[src/sv/qfw_pkg.sv]
// ----------------------------------------------------------------------------
// qfw_pkg
// Shared constants, command and status types and helper functions of the
// quad face warpage block.
// ----------------------------------------------------------------------------
package qfw_pkg;

   localparam int COORD_BITS_DEF = 24;
   localparam int FRAC_BITS_DEF  = 16;
   localparam int RES_INT        = 4;

   localparam int DIFF_TOP  = 20;
   localparam int NORM_TOP  = 30;
   localparam int DIST_FRAC = 11;

   localparam int WIDE_W  = 64;
   localparam int OP_W    = 32;
   localparam int ROOT_W  = WIDE_W / 2;
   localparam int DEN_W   = 32;
   localparam int LEAD_W  = 7;
   localparam int NRAW_W  = 2 * (DIFF_TOP + 1) + 1;
   localparam int NUM_E   = 9;
   localparam int OPIX_W  = 4;
   localparam int STEP_W  = 4;
   localparam int POS_W   = 2;
   localparam int DST_W   = 3;

   localparam logic [POS_W-1:0]  POS_LAST         = 2'd3;
   localparam logic [STEP_W-1:0] STEP_NORMAL_LAST = 4'd5;
   localparam logic [STEP_W-1:0] STEP_LAST        = 4'd14;

   // accumulator destinations
   localparam logic [DST_W-1:0] DST_NONE = 3'd0;
   localparam logic [DST_W-1:0] DST_N0   = 3'd1;
   localparam logic [DST_W-1:0] DST_N1   = 3'd2;
   localparam logic [DST_W-1:0] DST_N2   = 3'd3;
   localparam logic [DST_W-1:0] DST_NN   = 3'd4;
   localparam logic [DST_W-1:0] DST_GG   = 3'd5;
   localparam logic [DST_W-1:0] DST_DOT  = 3'd6;

   // operand codes: edge terms 0..8, normal terms 9..11
   localparam logic [OPIX_W-1:0] OP_E0 = 4'd0;
   localparam logic [OPIX_W-1:0] OP_E1 = 4'd1;
   localparam logic [OPIX_W-1:0] OP_E2 = 4'd2;
   localparam logic [OPIX_W-1:0] OP_E3 = 4'd3;
   localparam logic [OPIX_W-1:0] OP_E4 = 4'd4;
   localparam logic [OPIX_W-1:0] OP_E5 = 4'd5;
   localparam logic [OPIX_W-1:0] OP_E6 = 4'd6;
   localparam logic [OPIX_W-1:0] OP_E7 = 4'd7;
   localparam logic [OPIX_W-1:0] OP_E8 = 4'd8;
   localparam logic [OPIX_W-1:0] OP_N0 = 4'd9;
   localparam logic [OPIX_W-1:0] OP_N1 = 4'd10;
   localparam logic [OPIX_W-1:0] OP_N2 = 4'd11;

   typedef struct packed {
      logic [OPIX_W-1:0] opa;
      logic [OPIX_W-1:0] opb;
      logic              neg;
      logic              first;
      logic [DST_W-1:0]  dest;
   } step_type;

   typedef struct packed {
      logic              load_corner;
      logic [POS_W-1:0]  corner;
      logic              load_last;
      logic              diff;
      logic              lead_e;
      logic              scale_e;
      logic              mul_issue;
      logic              mul_acc;
      logic [STEP_W-1:0] step;
      logic              lead_n;
      logic              scale_n;
      logic              root_start;
      logic              div_start;
      logic              sel;
      logic              latch_nlen;
      logic              latch_glen;
      logic              latch_dist;
      logic              latch_w;
      logic              zero_w;
      logic              update_max;
      logic              emit;
   } cmd_type;

   typedef struct packed {
      logic e_zero;
      logic n_zero;
      logic len_zero;
      logic root_busy;
      logic div_busy;
   } stat_type;

   function automatic step_type step_info(input logic [STEP_W-1:0] s);
      step_type r;
      r = '{opa: OP_E0, opb: OP_E0, neg: 1'b0, first: 1'b0, dest: DST_NONE};
      case (s)
         4'd0:  r = '{opa: OP_E1, opb: OP_E5, neg: 1'b0, first: 1'b1, dest: DST_NONE};
         4'd1:  r = '{opa: OP_E2, opb: OP_E4, neg: 1'b1, first: 1'b0, dest: DST_N0};
         4'd2:  r = '{opa: OP_E2, opb: OP_E3, neg: 1'b0, first: 1'b1, dest: DST_NONE};
         4'd3:  r = '{opa: OP_E0, opb: OP_E5, neg: 1'b1, first: 1'b0, dest: DST_N1};
         4'd4:  r = '{opa: OP_E0, opb: OP_E4, neg: 1'b0, first: 1'b1, dest: DST_NONE};
         4'd5:  r = '{opa: OP_E1, opb: OP_E3, neg: 1'b1, first: 1'b0, dest: DST_N2};
         4'd6:  r = '{opa: OP_N0, opb: OP_N0, neg: 1'b0, first: 1'b1, dest: DST_NONE};
         4'd7:  r = '{opa: OP_N1, opb: OP_N1, neg: 1'b0, first: 1'b0, dest: DST_NONE};
         4'd8:  r = '{opa: OP_N2, opb: OP_N2, neg: 1'b0, first: 1'b0, dest: DST_NN};
         4'd9:  r = '{opa: OP_E3, opb: OP_E3, neg: 1'b0, first: 1'b1, dest: DST_NONE};
         4'd10: r = '{opa: OP_E4, opb: OP_E4, neg: 1'b0, first: 1'b0, dest: DST_NONE};
         4'd11: r = '{opa: OP_E5, opb: OP_E5, neg: 1'b0, first: 1'b0, dest: DST_GG};
         4'd12: r = '{opa: OP_E6, opb: OP_N0, neg: 1'b0, first: 1'b1, dest: DST_NONE};
         4'd13: r = '{opa: OP_E7, opb: OP_N1, neg: 1'b0, first: 1'b0, dest: DST_NONE};
         4'd14: r = '{opa: OP_E8, opb: OP_N2, neg: 1'b0, first: 1'b0, dest: DST_DOT};
         default: r = '{opa: OP_E0, opb: OP_E0, neg: 1'b0, first: 1'b1, dest: DST_NONE};
      endcase
      return r;
   endfunction

   function automatic logic [WIDE_W-1:0] mag64(input logic signed [WIDE_W-1:0] v);
      logic [WIDE_W-1:0] r;
      r = v[WIDE_W-1] ? WIDE_W'(-v) : WIDE_W'(v);
      return r;
   endfunction

   function automatic logic [LEAD_W-1:0] lead_pos(input logic [WIDE_W-1:0] v);
      logic [LEAD_W-1:0] p;
      p = '0;
      for (int i = 0; i < WIDE_W; i++) begin
         if (v[i]) begin
            p = LEAD_W'(i);
         end
      end
      return p;
   endfunction

   // power-of-two scaling, right shifts truncate toward zero
   function automatic logic signed [WIDE_W-1:0] scale_pow2(
      input logic signed [WIDE_W-1:0] v,
      input logic [LEAD_W-1:0]        p,
      input logic [LEAD_W-1:0]        top
   );
      logic [LEAD_W-1:0]        s;
      logic [WIDE_W-1:0]        m;
      logic signed [WIDE_W-1:0] r;
      m = mag64(v);
      if (p > top - 1'b1) begin
         s = p - (top - 1'b1);
         m = m >> s;
         r = v[WIDE_W-1] ? -$signed(m) : $signed(m);
      end else begin
         s = (top - 1'b1) - p;
         r = v <<< s;
      end
      return r;
   endfunction

endpackage

[src/sv/qfw_ctrl.sv]
// ----------------------------------------------------------------------------
// qfw_ctrl
// Sequencer of the quad face warpage block: corner position, face
// evaluation steps and the result word register's valid.
// ----------------------------------------------------------------------------
module qfw_ctrl (
   input  logic              clock,
   input  logic              reset,
   input  logic              req_valid,
   input  logic              req_cell_end,
   output logic              req_stall,
   output logic              rsp_valid,
   input  logic              rsp_stall,
   input  qfw_pkg::stat_type stat,
   output qfw_pkg::cmd_type  cmd
);
   import qfw_pkg::*;

   localparam logic [3:0] S_IDLE     = 4'd0;
   localparam logic [3:0] S_DIFF     = 4'd1;
   localparam logic [3:0] S_LEADE    = 4'd2;
   localparam logic [3:0] S_SCALEE   = 4'd3;
   localparam logic [3:0] S_MULA     = 4'd4;
   localparam logic [3:0] S_MULB     = 4'd5;
   localparam logic [3:0] S_LEADN    = 4'd6;
   localparam logic [3:0] S_SCALEN   = 4'd7;
   localparam logic [3:0] S_ROOTGO   = 4'd8;
   localparam logic [3:0] S_ROOTWAIT = 4'd9;
   localparam logic [3:0] S_LENCHK   = 4'd10;
   localparam logic [3:0] S_DIVGO    = 4'd11;
   localparam logic [3:0] S_DIVWAIT  = 4'd12;
   localparam logic [3:0] S_UPDATE   = 4'd13;
   localparam logic [3:0] S_FINISH   = 4'd14;
   localparam logic [3:0] S_EMIT     = 4'd15;

   logic [3:0]        state_ff, state_in;
   logic [POS_W-1:0]  pos_ff, pos_in;
   logic              end_ff, end_in;
   logic [STEP_W-1:0] step_ff, step_in;
   logic              pass_ff, pass_in;
   logic              rsp_valid_ff, rsp_valid_in;

   logic stall_c, accept, take;

   always_comb begin
      stall_c      = (state_ff != S_IDLE) || (req_cell_end && rsp_valid_ff && rsp_stall);
      accept       = req_valid && !stall_c;
      take         = rsp_valid_ff && !rsp_stall;
      state_in     = state_ff;
      pos_in       = pos_ff;
      end_in       = end_ff;
      step_in      = step_ff;
      pass_in      = pass_ff;
      rsp_valid_in = rsp_valid_ff && !take;
      cmd          = '0;
      cmd.corner   = pos_ff;
      cmd.step     = step_ff;
      cmd.sel      = pass_ff;
      case (state_ff)
         S_IDLE: begin
            if (accept) begin
               if (pos_ff != POS_LAST) begin
                  cmd.load_corner = 1'b1;
                  pos_in = req_cell_end ? '0 : pos_ff + 1'b1;
                  if (req_cell_end) begin
                     cmd.emit     = 1'b1;
                     rsp_valid_in = 1'b1;
                  end
               end else begin
                  cmd.load_last = 1'b1;
                  pos_in   = '0;
                  end_in   = req_cell_end;
                  state_in = S_DIFF;
               end
            end
         end
         S_DIFF: begin
            cmd.diff = 1'b1;
            step_in  = '0;
            pass_in  = 1'b0;
            state_in = S_LEADE;
         end
         S_LEADE: begin
            cmd.lead_e = 1'b1;
            state_in   = S_SCALEE;
         end
         S_SCALEE: begin
            if (stat.e_zero) begin
               state_in = S_FINISH;
            end else begin
               cmd.scale_e = 1'b1;
               state_in    = S_MULA;
            end
         end
         S_MULA: begin
            cmd.mul_issue = 1'b1;
            state_in      = S_MULB;
         end
         S_MULB: begin
            cmd.mul_acc = 1'b1;
            step_in     = step_ff + 1'b1;
            if (step_ff == STEP_NORMAL_LAST) begin
               state_in = S_LEADN;
            end else if (step_ff == STEP_LAST) begin
               state_in = S_ROOTGO;
            end else begin
               state_in = S_MULA;
            end
         end
         S_LEADN: begin
            cmd.lead_n = 1'b1;
            state_in   = S_SCALEN;
         end
         S_SCALEN: begin
            if (stat.n_zero) begin
               state_in = S_FINISH;
            end else begin
               cmd.scale_n = 1'b1;
               state_in    = S_MULA;
            end
         end
         S_ROOTGO: begin
            cmd.root_start = 1'b1;
            state_in       = S_ROOTWAIT;
         end
         S_ROOTWAIT: begin
            if (!stat.root_busy) begin
               if (!pass_ff) begin
                  cmd.latch_nlen = 1'b1;
                  pass_in  = 1'b1;
                  state_in = S_ROOTGO;
               end else begin
                  cmd.latch_glen = 1'b1;
                  pass_in  = 1'b0;
                  state_in = S_LENCHK;
               end
            end
         end
         S_LENCHK: begin
            if (stat.len_zero) begin
               cmd.zero_w = 1'b1;
               state_in   = S_UPDATE;
            end else begin
               state_in = S_DIVGO;
            end
         end
         S_DIVGO: begin
            cmd.div_start = 1'b1;
            state_in      = S_DIVWAIT;
         end
         S_DIVWAIT: begin
            if (!stat.div_busy) begin
               if (!pass_ff) begin
                  cmd.latch_dist = 1'b1;
                  pass_in  = 1'b1;
                  state_in = S_DIVGO;
               end else begin
                  cmd.latch_w = 1'b1;
                  pass_in  = 1'b0;
                  state_in = S_UPDATE;
               end
            end
         end
         S_UPDATE: begin
            cmd.update_max = 1'b1;
            state_in       = S_FINISH;
         end
         S_FINISH: begin
            state_in = end_ff ? S_EMIT : S_IDLE;
         end
         S_EMIT: begin
            if (!rsp_valid_ff || !rsp_stall) begin
               cmd.emit     = 1'b1;
               rsp_valid_in = 1'b1;
               end_in       = 1'b0;
               state_in     = S_IDLE;
            end
         end
         default: begin
            state_in = S_IDLE;
         end
      endcase
   end

   always_ff @(posedge clock) begin
      if (reset) begin
         state_ff     <= S_IDLE;
         pos_ff       <= '0;
         end_ff       <= 1'b0;
         step_ff      <= '0;
         pass_ff      <= 1'b0;
         rsp_valid_ff <= 1'b0;
      end else begin
         state_ff     <= state_in;
         pos_ff       <= pos_in;
         end_ff       <= end_in;
         step_ff      <= step_in;
         pass_ff      <= pass_in;
         rsp_valid_ff <= rsp_valid_in;
      end
   end

   assign req_stall = stall_c;
   assign rsp_valid = rsp_valid_ff;

endmodule

[config.mk]
export PLATFORM = sky130hd
export DESIGN_NAME = qfw_ctrl
export DESIGN_NICKNAME = d
export VERILOG_FILES = /design/src/sv/qfw_pkg.sv /design/src/sv/qfw_ctrl.sv
export SDC_FILE = /design/constraint.sdc
export NUM_CORES = 1
export LEC_CHECK = 0
export BUFFER_PORTS_ARGS = -buffer_cell sky130_fd_sc_hd__buf_2
export CORE_ASPECT_RATIO = 0.75
export CORE_MARGIN = 1.5
export CORE_UTILIZATION = 30
export CTS_BUF_LIST = sky130_fd_sc_hd__clkbuf_8
export DETAILED_ROUTE_END_ITERATION = 10
export GPL_ROUTABILITY_DRIVEN = 0
export GPL_TIMING_DRIVEN = 0
export HOLD_SLACK_MARGIN = 0.08
export PLACE_DENSITY = 0.57
export SYNTH_ARGS = -nofsm -noshare
export SYNTH_HDL_FRONTEND = slang
export SYNTH_SLANG_ARGS = --single-unit
[constraint.sdc]
create_clock -name clock -period 1.6 [get_ports clock]
set_clock_uncertainty 0.05 [all_clocks]
set_input_delay 0.32 -clock clock [delete_from_list [all_inputs] [get_ports clock]]
set_output_delay 0.32 -clock clock [all_outputs]
set_load 0.01 [all_outputs]
==> impl_metrics.json <==
{
  "dpl_cell_area_um2": 1370,
  "highest_layer": "met4",
  "syn_inst": 156,
  "syn_area_per_cell_um2": 7.18,
  "pwr-share-comb": 0.390,
  "nFillCells": 302,
  "p_total_uw": 1080,
  "hold_viol_final": 0,
  "finalMaxSlewViolations": 0,
  "max_clock_freq_mhz": 492,
  "vdd.ir_drop.worst_v": 0.000394,
  "crit_arrival_ns": 1.66,
  "crit_path_max_fanout": 4,
  "violations": "setup timing",
  "r2r-start": "state_ff[0]",
  "hpwl_um": 2280,
  "power_density_nw_per_um2": 517,
  "syn_area_um2": 1120,
  "synth_edf_count": 0,
  "slowest_stage": "or3b_4",
  "status": "finished, violations left",
  "clock_latency_ns": 0.25,
  "cp_cell_sequence": "nor4_4, nand3_2, or3b_4, o21ai_2, buf_2",
  "ant_nets": 0,
  "clkPwrFrac": 0.286,
  "ys_ff_latch": 13,
  "maxSlewHeadroom": 0.592,
  "root_buffer": "clkbuf_8",
  "vias": 1441,
  "p_seq_frac": 0.324,
  "final_util": 0.577,
  "worstSetupPathType": "flip-flop to primary output",
  "crit_path_max_incr_delay_ns": 0.40,
  "end_kind": "primary output",
  "synth_cell_types": 42,
  "sw_frac_of_total": 0.325,
  "drtPass1Iterations": 4,
  "wl_per_cell_um": 14.9,
  "diodes": 0,
  "drc": 0,
  "mostFrequentLayoutCell": "buf_2",
  "synth_nets": 170,
  "area_growth_pct": 86.3,
  "port_buffers": 36,
  "crit_family": "simple AND/OR/NAND/NOR gates",
  "cts_buffers": 3,
  "initialDrtViolationCount": 153,
  "cts_tree": "yes",
  "fin_crit_sh": 1.27,
  "track_usage": 0.174,
  "leakagePower_uw": 0.000882,
  "max-cap-violations": 0,
  "internal-power_uw": 727,
  "hp-class": "input pin to flip-flop",
  "fp.dieH_um": 55.9,
  "worst-path-buf-inv": 1,
  "wl_met1_um": 1940,
  "fin_ws_ns": -0.432,
  "ys_warn_count": 0,
  "fp-row-count": 19,
  "tightest_slew_ns": 0.612,
  "rsz0062_at_grt": "true",
  "dieArea_um2": 4110,
  "drt_wl_total_um": 4170,
  "critPathLaunch": "state_ff[0]",
  "cts.path.max_buffers": 2,
  "drive_above_1_share": 0.566,
  "die_x_um": 73.5,
  "grt_max_degree": 12,
  "cp.required_ns": 1.23,
  "final_area_um2": 2090,
  "dp_worst_setup_slack_ns": -0.303,
  "hp-start": "reset",
  "vias_per_cell": 5.15,
  "route.met3.wl_um": 209,
  "antenna_found_initial": 0,
  "seq_area_frac_synth": 0.232,
  "initial_core_util": 0.310,
  "setup_tns_ns": -4.35,
  "cts-htree-levels": 1,
  "finish.net_count": 243,
  "cts.reportedPaths.clkPinSlew_ns": 0.06,
  "ys.flop_type": "dfxtp_1",
  "p_sw_uw": 351,
  "grt_pass1_vias": 1218,
  "layout_min_cycle_time_ns": 2.03,
  "grt_first_pass_wirelength_um": 5660,
  "setup_viol": 27,
  "core_area_um2": 3610,
  "ys_async_sr_fraction": 0,
  "wl_met2_um": 2010,
  "start_kind": "flip-flop",
  "cts_sinks": 13,
  "io_pins": 37,
  "layout_common_cells": "33 x buf_2, 21 x buf_6, 21 x buf_4",
  "overflow": 0
}
[power by group through the flow]
stage          registers, uW  logic (uW)  clock network, uW
3_3_place_gp             352         227                  0
3_5_place_dp             352         224                  0
2_1_floorplan            353         149                  0
6_report                 349         421                309
5_1_grt                  350         442                336
4_1_cts                  352         315                307
[flip-flops by register name (all words and copies together), names as in the netlist]
register and flops:
rsp_valid 1, end_ff 1, step_ff 4, state_ff 4, pos_ff 2, pass_ff 1
[final timing paths]
kind                            slack (ns)          end  cells past startpoint
worst max register to register       -0.23  state_ff[2]                      9
worst min register to register        0.45    pos_ff[1]                      2
worst min-delay path                  0.23    rsp_valid                      2
worst max-delay path                 -0.43       cmd[0]                      5
[metrics by stage]
step	std cells	hold WS, ns
final	280	0.234
after global routing	280	0.236
after CTS	261	0.233
after detailed placement	244	0.426
after global placement	244	0.422
after floorplan	156	0.339
[area by class of cell]
| cell class | instances | area (um^2) | area share |
|---|---|---|---|
| buffer | 10 | 130 | 0.0624 |
| clock buffer | 3 | 41.3 | 0.0198 |
| clock inverter | 1 | 5.00 | 0.00240 |
| inverter | 4 | 15.0 | 0.00720 |
| multi-input combinational | 125 | 1010 | 0.484 |
| sequential | 13 | 277 | 0.133 |
| tap | 52 | 65.1 | 0.0312 |
| timing repair buffer | 72 | 543 | 0.260 |
[kinds of logic after synthesis]
kind of cell | share of synthesized area
muxes | 0.0279
buffers and inverters | 0.0804
adders and majority gates | 0.0447
and+or+nand+nor | 0.410
AOI/OAI and AO/OA | 0.204
DFF | 0.232
[routing by layer]
metal  up-vias  GRT usage
li1        711          -
met1       692      0.260
met2        36      0.242
met3         2     0.0525
met4         0     0.0397
met5         -          0
[synth_stat cells (all sizes together) (3+ instances only)]
| cell | instances | share of area |
|---|---|---|
| a31oi | 4 | 0.022 |
| nor4 | 3 | 0.030 |
| inv | 4 | 0.013 |
| nand2 | 16 | 0.054 |
| dfxtp | 13 | 0.23 |
| nor3 | 9 | 0.040 |
| ha | 4 | 0.045 |
| nor3b | 3 | 0.020 |
| a21oi | 15 | 0.067 |
| clkbuf | 4 | 0.013 |
| nand2b | 9 | 0.050 |
| nor2 | 15 | 0.050 |
| nand3b | 5 | 0.034 |
| o21ai | 8 | 0.036 |
| buf | 10 | 0.054 |
| and2 | 3 | 0.017 |
| nand3 | 6 | 0.031 |
[repair_timing]
item | 4_1_cts | 5_1_grt
buffers inserted | 16 | 20
gates cloned | 0 | 1
pin swaps | 13 | 17
setup endpoints to repair | 26 | 29
hold buffers | 0 | 0
resized for setup | 50 | 55
(Power assumes the default switching activity.)
